===== src/ptad_pkg.sv =====
// Shared types and constants of the armored text decompressor.
// Used by the output queue and the top level; depends on nothing.
`timescale 1ns / 1ps
`default_nettype none

package ptad_pkg;

  // One input beat
  typedef struct packed {
    logic       action;
    logic [7:0] char_code;
    logic       final_char;
  } ptad_in_t;

  // One result beat
  typedef struct packed {
    logic [7:0] out_byte;
    logic       has_byte;
    logic       stream_end;
    logic       last;
  } ptad_out_t;

  // Request from the decode controller to the output queue
  typedef struct packed {
    logic       push;
    logic       flush;
    logic [7:0] byte_val;
    logic       has_byte;
    logic       stream_end;
  } ptad_oq_req_t;

  // Output queue status back to the controller
  typedef struct packed {
    logic ready;
    logic pend_v;
  } ptad_oq_sts_t;

  // Action codes
  localparam logic ACT_CHAR  = 1'b0;
  localparam logic ACT_START = 1'b1;

  // Escape phases
  localparam logic [1:0] ESC_NONE = 2'd0;
  localparam logic [1:0] ESC_OPEN = 2'd1;
  localparam logic [1:0] ESC_OCT2 = 2'd2;
  localparam logic [1:0] ESC_OCT3 = 2'd3;

  // Character codes
  localparam logic [7:0] CHAR_LF     = 8'd10;
  localparam logic [7:0] CHAR_LO     = 8'd32;
  localparam logic [7:0] CHAR_HI     = 8'd126;
  localparam logic [7:0] CHAR_QUOTE  = 8'd34;
  localparam logic [7:0] CHAR_BSLASH = 8'd92;
  localparam logic [7:0] CHAR_N      = 8'd110;
  localparam logic [7:0] CHAR_PLUS   = 8'd43;
  localparam logic [7:0] CHAR_ZERO   = 8'd48;
  localparam logic [7:0] CHAR_NINE   = 8'd57;

  // Value mapping
  localparam logic [15:0] VAL_ZERO  = 16'd48;
  localparam logic [15:0] VAL_NINE  = 16'd57;
  localparam logic [15:0] VAL_CR    = 16'd13;
  localparam logic [15:0] VAL_LF    = 16'd10;
  localparam logic [15:0] OCT2_BIAS = 16'd384;
  localparam logic [5:0]  SYM_BIAS  = 6'd58;
  localparam logic [2:0]  LAST_BIT  = 3'd5;
  localparam logic [3:0]  LIT_BITS  = 4'd8;

endpackage : ptad_pkg

`default_nettype wire


===== src/ptad_outq.sv =====
// Output queue: one pending result plus the output register.
// The pending slot lets the last flag be set once the item is done. Uses ptad_pkg.
`timescale 1ns / 1ps
`default_nettype none

module ptad_outq (
  input  wire logic                    clk,
  input  wire logic                    rst_n,
  input  wire ptad_pkg::ptad_oq_req_t  req,
  output ptad_pkg::ptad_oq_sts_t       sts,
  output logic                         out_valid,
  input  wire logic                    out_stall,
  output ptad_pkg::ptad_out_t          out_data
);

  import ptad_pkg::*;

  logic      pend_v_r, pend_v_nxt;
  ptad_out_t pend_r, pend_nxt;
  logic      out_v_r, out_v_nxt;
  ptad_out_t out_r, out_nxt;
  logic      slot_free;
  logic      ready;
  logic      load;

  assign slot_free = !out_v_r || !out_stall;
  assign ready     = !pend_v_r || slot_free;
  assign load      = ready && pend_v_r && (req.push || req.flush);

  // Move pending beat out, take the new one
  always_comb begin
    pend_v_nxt = pend_v_r;
    pend_nxt   = pend_r;
    out_nxt    = out_r;
    if (load) begin
      out_nxt      = pend_r;
      out_nxt.last = req.flush;
    end
    if (req.push && ready) begin
      pend_v_nxt          = 1'b1;
      pend_nxt.out_byte   = req.byte_val;
      pend_nxt.has_byte   = req.has_byte;
      pend_nxt.stream_end = req.stream_end;
      pend_nxt.last       = 1'b0;
    end else if (req.flush && ready) begin
      pend_v_nxt = 1'b0;
    end
    if (load) begin
      out_v_nxt = 1'b1;
    end else if (out_stall) begin
      out_v_nxt = out_v_r;
    end else begin
      out_v_nxt = 1'b0;
    end
  end

  always_ff @(posedge clk) begin
    if (!rst_n) begin
      pend_v_r <= 1'b0;
      out_v_r  <= 1'b0;
    end else begin
      pend_v_r <= pend_v_nxt;
      out_v_r  <= out_v_nxt;
    end
  end

  always_ff @(posedge clk) begin
    pend_r <= pend_nxt;
    out_r  <= out_nxt;
  end

  assign sts.ready  = ready;
  assign sts.pend_v = pend_v_r;
  assign out_valid  = out_v_r;
  assign out_data   = out_r;

endmodule : ptad_outq

`default_nettype wire


===== config.mk =====
export PLATFORM = sky130hd
export DESIGN_NAME = ptad_outq
export DESIGN_NICKNAME = d
export VERILOG_FILES = /design/src/ptad_pkg.sv /design/src/ptad_outq.sv
export SDC_FILE = /design/constraint.sdc
export NUM_CORES = 1
export LEC_CHECK = 0
export ABC_CLOCK_PERIOD_IN_PS = 1400
export BUFFER_PORTS_ARGS = -buffer_cell sky130_fd_sc_hd__buf_2
export CAP_MARGIN = 20
export CORE_ASPECT_RATIO = 0.8
export CORE_MARGIN = 3
export CORE_UTILIZATION = 40
export DETAILED_ROUTE_END_ITERATION = 8
export GPL_TIMING_DRIVEN = 0
export PLACE_DENSITY_LB_ADDON = 0.08
export SLEW_MARGIN = 5
export SYNTH_ARGS = -nofsm -noshare
export SYNTH_HDL_FRONTEND = slang
export SYNTH_SLANG_ARGS = --single-unit

===== constraint.sdc =====
create_clock -name clk -period 1.4 [get_ports clk]
set_input_delay 0.07 -clock clk [delete_from_list [all_inputs] [get_ports clk]]
set_output_delay 0.07 -clock clk [all_outputs]
set_load 0.05 [all_outputs]

After elaboration in Yosys (flattened, before gate mapping)
Cells that the tools add are included.
Cells by class
  equality and inequality tests: 1
  mux-type cells: 4
  reduce and logical (&&, ||, !) cells: 11
Operator list (number)
  logical AND 1 bit: 4
  two-way mux 1 bit: 4
  zero test 1 bit: 3
  logical OR 1 bit: 3
  inequality test 2 x 1 -> 1 bit (second input constant): 1
  nonzero test 2 bit: 1
Word-level totals
  register bits: 23
  output and inout bits: 14

Depth between registers and ports, before layout
Gate-level depths: netlist of run 1.
  depth in word-level cells: 6
  gate-level depth with buffers: 2
  depth with buffers taken out: 2

Least setup slack after synthesis of run 1
No wires, ideal clock.
  path type: register to register
  start: register out_v_r, in the netlist out_valid
  end: register out_r, in the netlist out_data[0] (enable)
  period minus slack after synthesis: 1.532 ns
  path slack: -0.132 ns
  stages on the path, launching flop included: 2
  data arrival time: 1.149 ns
  buffers on the path: 0
  required time: 1.017 ns
  path through: dfxtp_1 a21oi_1
Between the ends
  longest elaborated chain between the ends: 5
Ends and longest elaborated chain
  start, declared: RTL line ptad_outq.sv:20  | logic out_v_r, out_v_nxt;
  start signal, assigned: RTL line ptad_outq.sv:63  | out_v_r <= out_v_nxt;
  zero test 1 bit: RTL line ptad_outq.sv:26  | assign slot_free = !out_v_r || !out_stall;
  logical OR 1 bit: RTL line ptad_outq.sv:26
  logical OR 1 bit: RTL line ptad_outq.sv:27  | assign ready = !pend_v_r || slot_free;
  logical AND 1 bit (2 in a row): RTL line ptad_outq.sv:28  | assign load = ready && pend_v_r && (req.push || req.flush);
  via load: RTL line ptad_outq.sv:24  | logic load;
  end signal, assigned: RTL line ptad_outq.sv:69  | out_r <= out_nxt;
  end, declared: RTL line ptad_outq.sv:21  | ptad_out_t out_r, out_nxt;
The timed path passes the listed nets, and every way through them passes these cells.
A chain may end at the register's enable or synchronous reset.

Worst setup path in the final report of run 1
  start: register pend_v_r
  end: register out_r, in the netlist out_data[7] (enable)
Between the ends
  longest elaborated chain between the ends: 4
Ends and longest elaborated chain
  start, declared: RTL line ptad_outq.sv:18  | logic pend_v_r, pend_v_nxt;
  start signal, assigned: RTL line ptad_outq.sv:62  | pend_v_r <= pend_v_nxt;
  zero test 1 bit: RTL line ptad_outq.sv:27
  logical OR 1 bit: RTL line ptad_outq.sv:27
  logical AND 1 bit (*) (2 in a row): RTL line ptad_outq.sv:28
  via load: RTL line ptad_outq.sv:24
The timed path passes the listed nets; every way through them passes the cells marked *.

==> results.sh, run 1 <==
export IMPL_status="completed"
export IMPL_die_w_um=53.87
export IMPL_grt_use_total_pct=11.72
export IMPL_drc=0
export IMPL_reg2reg_depth=2
export IMPL_yosysSeqAreaShare_pct=91.47
export IMPL_cts_inserted_buffers=3
export IMPL_cts_tree="done"
export IMPL_fin_crit_ps=1249
export IMPL_setup_violations=0
export IMPL_core_um2=1675
export IMPL_grt_max_degree=14
export IMPL_critPathMaxFanout=11
export IMPL_critPathKind="reg2reg"
export IMPL_portBuffers=28
export IMPL_power_internal_uw=951.5
export IMPL_drive_above_1_share_pct=44.87
export IMPL_num_rows=13
export IMPL_arrival_ps=1230
export IMPL_cp_end_kind="flop"
export IMPL_slew_headroom_pct=69.70
export IMPL_sw_frac_of_total_pct=23.28
export IMPL_cap_violations=0
export IMPL_fmax_ghz=0.8004
export IMPL_firstDrtPassIters=2
export IMPL_clk_pin_slew_ps=110
export IMPL_seqPwrFrac_pct=64.5
export IMPL_area_growth_pct=44.54
export IMPL_setup_ws_ps=150.7
export IMPL_avgRoutedWirePerCell_um=11.10
export IMPL_critPathLaunchType="flop"
export IMPL_root_buffer="clkbuf_4"
export IMPL_setup_tns_ps=0
export IMPL_antenna_found_initial=0
export IMPL_vias=427
export IMPL_syn_inst=34
export IMPL_slowest_stage="dfxtp_1"
export IMPL_ys_warn_count=0
export IMPL_vdd_drop_max_mv=0.9370
export IMPL_required_ps=1380
export IMPL_leakagePower_nw=0.4221
export IMPL_grt_pass1_vias=448
export IMPL_drtIter0Drc=8
export IMPL_ant_nets=0
export IMPL_antenna_cells=0
export IMPL_gr_total_overflow=0
export IMPL_worstPathCellList="o21ai_0 -> a21oi_4"
export IMPL_clk_latency_ps=300
export IMPL_clock_sinks=23
export IMPL_slowest_delay_ps=390
export IMPL_synth_nets=49
export IMPL_postCtsSetupRepairBufs=0
export IMPL_synth_seq_cells=23
export IMPL_period_share_pct=89.24
export IMPL_pwr_share_comb_pct=12.4
export IMPL_die_area_um2=2386
export IMPL_io_pins=29
export IMPL_ctsHtreeMaxLevel=1
export IMPL_die_height_um=44.30
export IMPL_place_ws_ps=31.04
export IMPL_final_hold_viol_count=0
export IMPL_drv_slew=0
export IMPL_grt_pass1_wl_um=1842
export IMPL_start_util_pct=43.76
export IMPL_wirelength_um=1110
export IMPL_p_sw_uw=288.7
export IMPL_synth_area_um2=733.2
export IMPL_place_congestion=0.7025
export IMPL_worstMarginPinSlew_ps=454.4
export IMPL_rsz0062_at_grt="no"
export IMPL_avgSynthCellArea_um2=21.56
export IMPL_cellPowerDensity_nw_per_um2=1170
export IMPL_fin_skew_ps=1.098
export IMPL_nets=94
export IMPL_min_path_cells=3
export IMPL_routed_via_density=4.270
export IMPL_ys_types=11
export IMPL_hold_path_class="in2reg"
export IMPL_clkPwrFrac_pct=23.1
export IMPL_post_dp_hpwl_um=712.5
export IMPL_clockBufferDepth=2
-- stage by stage --
stage	instances	power, mW	area [um^2]	util (%)	hold slack, ps
after floorplan	34	0.8996	737.0	-	168.9
after global placement	84	0.9410	904.6	54.00	247.6
after detailed placement	84	0.9436	904.6	54.00	248.4
after CTS	100	1.261	1052	62.81	21.50
after global routing	100	1.313	1060	63.26	24.73
final	100	1.240	1060	63.26	35.85
-- area by class of cell --
type	instances	area [um^2]
flip-flops and latches	23	670.6
fillers	142	615.6
repair buffers	40	260.3
multi-input cells	8	55.05
well taps	22	27.53
clock buffers	3	22.52
plain buffers	2	15.01
clock inverters	1	5.005
inverters	1	3.754
-- registers in the layout, indices dropped and copies added, names as in the netlist --
signal,flops
out_data,11
out_valid,1
pend_r,10
pend_v_r,1
-- metal layers --
metal | part of all wire (%) | global-route usage (%) | vias to the layer above
met3 | 10 | 7.071 | 0
met2 | 56 | 21.98 | 22
met1 | 33 | 10.18 | 189
met4 | 0 | 3.061 | 0
met5 | 0 | 0 | -
li1 | - | - | 216
-- path summary, 6_finish.rpt --
check                 start           to  slack (ps)
setup / recovery   pend_v_r  out_data[7]         150
hold / removal      req[11]     pend_v_r          40
setup reg to reg   pend_v_r  out_data[7]         150
hold reg to reg   pend_r[8]  out_data[8]         430
-- repair_timing --
| action | CTS | global route |
|---|---|---|
| hold buffers | 12 | 0 |
| endpoints found under the setup margin | 0 | 11 |
| endpoints found under the hold margin | 12 | 0 |
| gates resized for setup | 0 | 1 |
-- cell usage in the layout, fill, tap and decap left out --
cell type	n
inv_1	1
nand3_1	1
a31oi_1	1
a21boi_1	1
o21ai_0	2
clkbuf_4	3
buf_2	28
a21oi_4	1
dfxtp_1	2
nand2_1	1
and2_1	1
clkinv_2	1
dlygate4sd3_1	12
buf_4	2
edfxtp_1	21
-- power by group through the flow --
stage	Sequential [mW]	Clock, mW	Combinational [mW]
2_1_floorplan	0.870	0	0.0293
3_3_place_gp	0.815	0	0.126
3_5_place_dp	0.816	0	0.127
4_1_cts	0.800	0.308	0.153
5_1_grt	0.804	0.345	0.164
6_report	0.800	0.286	0.154
-- worst max-delay path: cells and delay by family (launching register included) --
family	cells	cell delay [ps]
flops	1	390
compound gates	2	540
-- cell usage after synthesis --
master | number | area share [%]
and2_1 | 1 | 0.85
buf_4 | 2 | 2.0
edfxtp_1 | 21 | 86
dfxtp_1 | 2 | 5.5
a21oi_1 | 1 | 0.68
a21boi_1 | 1 | 1.0
o21ai_0 | 2 | 1.4
nand2_1 | 1 | 0.51
nand3_1 | 1 | 0.68
inv_1 | 1 | 0.51
a31oi_1 | 1 | 0.85
-- logic make-up after synthesis --
logic type / Yosys count / synth area share (%)
flip-flops: 23 / 91.47
AO/OA/AOI/OAI: 5 / 3.925
buffers and inverters: 3 / 2.559
AND/OR/NAND/NOR: 3 / 2.047
Power figures use the tool's default switching activity.
==> run 2: changes to the inputs <==
Settings changed: PLACE_DENSITY set to 0.8, PLACE_DENSITY_LB_ADDON 0.08 to unset.
==> results.sh, run 2 (same netlist as run 1, synthesis figures left out) <==
export IMPL_holdWs_ps=23.15
export IMPL_rsz0062_at_grt="no"
export IMPL_hold_start="rst_n"
export IMPL_setup_tns_ps=0
export IMPL_worstMarginPinSlew_ps=486.2
export IMPL_drive_above_1_share_pct=45.45
export IMPL_hold_path_endpoint="out_valid"
export IMPL_multi_input_comb_area_um2=55.05
export IMPL_gr_total_overflow=0
export IMPL_layout_cells_most_common="buf_2"
export IMPL_reg2reg_to="pend_r[8]"
export IMPL_grt_pass1_wl_um=1787
export IMPL_cap_violations=0
export IMPL_portBuffers=28
export IMPL_die_area_um2=2386
export IMPL_setup_violations=0
export IMPL_vdd_drop_max_mv=0.8293
export IMPL_layout_area_seq_um2=670.6
export IMPL_fin_crit_ps=1259
export IMPL_ctsHtreeMaxLevel=1
export IMPL_area_growth_pct=43.17
export IMPL_period_share_pct=89.93
export IMPL_arrival_ps=1210
export IMPL_cts_inserted_buffers=3
export IMPL_num_rows=13
export IMPL_routed_via_density=4.384
export IMPL_nets=93
export IMPL_cts_tree="done"
export IMPL_root_buffer="clkbuf_4"
export IMPL_critPathKind="reg2reg"
export IMPL_reg2reg_depth=2
export IMPL_min_path_cells=2
export IMPL_largest_reg_flops=11
export IMPL_antenna_cells=0
export IMPL_clk_latency_ps=300
export IMPL_fmax_ghz=0.7943
export IMPL_cellPowerDensity_nw_per_um2=1178
export IMPL_dp_cells=84
export IMPL_clock_sinks=23
export IMPL_leakagePower_nw=0.4179
export IMPL_core_um2=1675
export IMPL_start_util_pct=43.76
export IMPL_ant_nets=0
export IMPL_clockBufferDepth=2
export IMPL_cp_end_kind="flop"
export IMPL_r2r_start="out_valid"
export IMPL_required_ps=1350
export IMPL_layout_cells_non_filler=99
export IMPL_die_height_um=44.30
export IMPL_grt_max_degree=14
export IMPL_firstDrtPassIters=2
export IMPL_wirelength_um=1118
export IMPL_clk_pin_slew_ps=110
export IMPL_fin_skew_ps=2.942
export IMPL_drtIter0Drc=1
export IMPL_post_dp_hpwl_um=746.6
export IMPL_critPathLaunchType="flop"
export IMPL_antenna_found_initial=0
export IMPL_critPathMaxFanout=10
export IMPL_postCtsSetupRepairBufs=0
export IMPL_status="completed"
export IMPL_slew_headroom_pct=67.59
export IMPL_hold_path_class="in2reg"
export IMPL_final_cell_mix="buf_2, edfxtp_1, dlygate4sd3_1"
export IMPL_final_hold_viol_count=0
export IMPL_io_pins=29
export IMPL_r2r_setup_slack_ps=140
export IMPL_nFillCells=130
export IMPL_place_congestion=0.7027
export IMPL_grt_use_total_pct=11.14
export IMPL_die_w_um=53.87
export IMPL_drv_slew=0
export IMPL_final_util_pct=62.66
export IMPL_drc=0
export IMPL_grt_pass1_vias=420
export IMPL_vias=434
export IMPL_avgRoutedWirePerCell_um=11.29
-- run 2: cell types whose count changed in the layout (fill, tap and decap cells not counted) --
cell / change
dlygate4sd3_1: -1
-- run 2: worst max-delay path: stages, from the launching register on --
cell,delay (ps)
dfxtp_1,370
nand3_1,100
and2_1,440
-- run 2: worst max-delay path by stage --
stage | from | to | slack (ps)
6_report | out_valid | pend_r[8] | 140
5_1_grt | out_valid | sts[1] | 40
4_1_cts | pend_v_r | out_data[4] | 30
3_5_place_dp | pend_v_r | out_data[9] | 50
3_3_place_gp | pend_v_r | out_data[6] | 70
2_1_floorplan | out_valid | pend_r[10] | 10
-- run 2: layout make-up --
cell class              instances  share of cell area (%)
flip-flops and latches         23                   63.89
repair buffers                 39                   23.84
multi-input cells               8                   5.244
well taps                      22                   2.622
clock buffers                   3                   2.145
plain buffers                   2                   1.430
clock inverters                 1                  0.4768
inverters                       1                  0.3576
-- run 2: stage by stage --
stage / setup WS [ps] / power (mW) / area [um^2]
2_1_floorplan: 14.26 / 0.8996 / 737.0
3_3_place_gp: 71.57 / 0.9394 / 904.6
3_5_place_dp: 51.51 / 0.9436 / 904.6
4_1_cts: 26.62 / 1.244 / 1042
5_1_grt: 39.27 / 1.302 / 1050
6_report: 141.0 / 1.237 / 1050
-- run 2: per-layer routing --
metal  up-vias  routed length [um]  track usage, %
met3         2                  90           6.734
met1       198                 427           11.06
li1        214                   -               -
met2        20                 576           18.60
met5         -                   0               0
met4         0                  23           4.592
-- run 2: power breakdown --
part	switching [mW]	internal (mW)
Combinational	0.0992	0.0533
Clock	0.178	0.106
Sequential	0.0103	0.790
-- run 2: timing repair --
| action | 4_1_cts | 5_1_grt |
|---|---|---|
| hold buffers | 11 | 0 |
| endpoints found under the setup margin | 0 | 11 |
| hold endpoints to repair | 12 | 0 |
| gates resized for setup | 0 | 1 |
==> run 3: changes to the inputs <==
Settings changed: RECOVER_POWER set to 50.
==> results.sh, run 3 (same netlist as run 1, synthesis figures left out) <==
export IMPL_sw_frac_of_total_pct=23.32
export IMPL_critPathLaunchType="input pin"
export IMPL_cp_end_kind="flop"
export IMPL_antenna_found_initial=0
export IMPL_grt_pass1_wl_um=1787
export IMPL_critPathMaxFanout=11
export IMPL_fmax_ghz=0.7773
export IMPL_dr_wl_met3_um=90
export IMPL_drtIter0Drc=1
export IMPL_nets=93
export IMPL_io_pins=29
export IMPL_die_height_um=44.30
export IMPL_worstMarginPinSlew_ps=597.0
export IMPL_clk_pin_slew_ps=110
export IMPL_grt_max_degree=14
export IMPL_firstDrtPassIters=2
export IMPL_antenna_cells=0
export IMPL_multi_input_comb_area_um2=55.05
export IMPL_power_internal_uw=946.7
export IMPL_final_hold_viol_count=0
export IMPL_dp_cells=84
export IMPL_slew_headroom_pct=60.37
export IMPL_rsz0062_at_grt="no"
export IMPL_cts_inserted_buffers=3
export IMPL_pwr_share_comb_pct=12.1
export IMPL_die_w_um=53.87
export IMPL_status="completed"
export IMPL_drv_slew=0
export IMPL_leakagePower_nw=0.3959
export IMPL_wl_met2_um=576
export IMPL_arrival_ps=1260
export IMPL_fin_crit_ps=1287
export IMPL_root_buffer="clkbuf_4"
export IMPL_start_util_pct=43.76
export IMPL_fin_skew_ps=2.942
export IMPL_post_dp_hpwl_um=746.6
export IMPL_ctsHtreeMaxLevel=1
export IMPL_cellPowerDensity_nw_per_um2=1187
export IMPL_clock_sinks=23
export IMPL_critPathKind="in2reg"
export IMPL_layout_cells_non_filler=99
export IMPL_clkPwrFrac_pct=23.0
export IMPL_core_um2=1675
export IMPL_p_sw_uw=287.9
export IMPL_num_rows=13
export IMPL_hold_start="rst_n"
export IMPL_highest_layer="met4"
export IMPL_clockBufferDepth=2
export IMPL_drc=0
export IMPL_hold_path_class="in2reg"
export IMPL_portBuffers=28
export IMPL_gr_total_overflow=0
export IMPL_final_util_pct=62.06
export IMPL_die_area_um2=2386
export IMPL_place_congestion=0.7027
export IMPL_r2r_start="out_valid"
export IMPL_period_share_pct=91.89
export IMPL_avgRoutedWirePerCell_um=11.41
export IMPL_required_ps=1370
export IMPL_placed_area_um2=904.6
export IMPL_nFillCells=135
export IMPL_wirelength_um=1130
export IMPL_wl_met1_um=440
export IMPL_cap_violations=0
export IMPL_vdd_drop_max_mv=0.8288
export IMPL_setup_tns_ps=0
export IMPL_startpoint="req[10]"
export IMPL_cts_tree="done"
export IMPL_power_total_mw=1.235
export IMPL_final_area_um2=1040
export IMPL_seqPwrFrac_pct=64.8
export IMPL_vias=434
export IMPL_clk_latency_ps=300
export IMPL_largest_reg_flops=11
export IMPL_grt_pass1_vias=420
export IMPL_setup_violations=0
export IMPL_drive_above_1_share_pct=35.06
export IMPL_final_cell_mix="edfxtp_1, buf_2, dlygate4sd3_1"
export IMPL_ant_nets=0
export IMPL_postCtsSetupRepairBufs=0
export IMPL_routed_via_density=4.384
export IMPL_layout_cells_most_common="edfxtp_1"
export IMPL_grt_use_total_pct=11.14
export IMPL_layout_area_seq_um2=670.6
export IMPL_area_growth_pct=41.81
[run 3: cell count changes in the layout (fill, tap and decap cells not counted)]
cell      previous run  this run
buf_2               28        20
clkbuf_1             0         8
[run 3: power by group through the flow]
| stage | combinational [mW] | sequential, mW | clock [mW] |
|---|---|---|---|
| after floorplan | 0.0293 | 0.870 | 0 |
| after global placement | 0.125 | 0.814 | 0 |
| after detailed placement | 0.127 | 0.816 | 0 |
| after CTS | 0.151 | 0.801 | 0.292 |
| after global routing | 0.158 | 0.804 | 0.337 |
| final | 0.150 | 0.801 | 0.284 |
[run 3: through the flow]
step	worst slack, ps	hold WS [ps]
after global routing	39.27	3.596
after CTS	26.62	14.39
after floorplan	14.26	168.9
final	113.5	23.15
after detailed placement	51.51	248.1
after global placement	71.57	247.5
[run 3: per-layer routing]
| metal | GRT usage [%] | vias to the layer above |
|---|---|---|
| met2 | 18.60 | 20 |
| met1 | 11.06 | 198 |
| li1 | - | 214 |
| met4 | 4.592 | 0 |
| met3 | 6.734 | 2 |
| met5 | 0 | - |
[run 3: area by class of cell]
| class | instances | area share (%) |
|---|---|---|
| Timing Repair Buffer | 39 | 23.10 |
| Buffer | 2 | 1.444 |
| Inverter | 1 | 0.3610 |
| Sequential cell | 23 | 64.50 |
| Multi-Input combinational cell | 8 | 5.295 |
| Clock inverter | 1 | 0.4813 |
| Clock buffer | 3 | 2.166 |
| Tap cell | 22 | 2.647 |
[run 3: repair_timing]
action / CTS / global route
setup endpoints to repair: 0 / 11
gates resized for setup: 0 / 1
hold buffers: 11 / 0
hold endpoints to repair: 12 / 0
[run 3: path summary, 6_finish.rpt]
| path | depth (start not counted) | slack (ps) | end |
|---|---|---|---|
| min | 2 | 20 | out_valid |
| max | 4 | 110 | out_data[4] |
| max reg2reg | 2 | 140 | pend_r[8] |
| min reg2reg | 0 | 430 | out_data[3] |
[run 3: worst max-delay path, cell delays in order]
cell and delay (ps):
dlygate4sd3_1 520, clkbuf_1 140, o21ai_0 180, a21oi_4 350
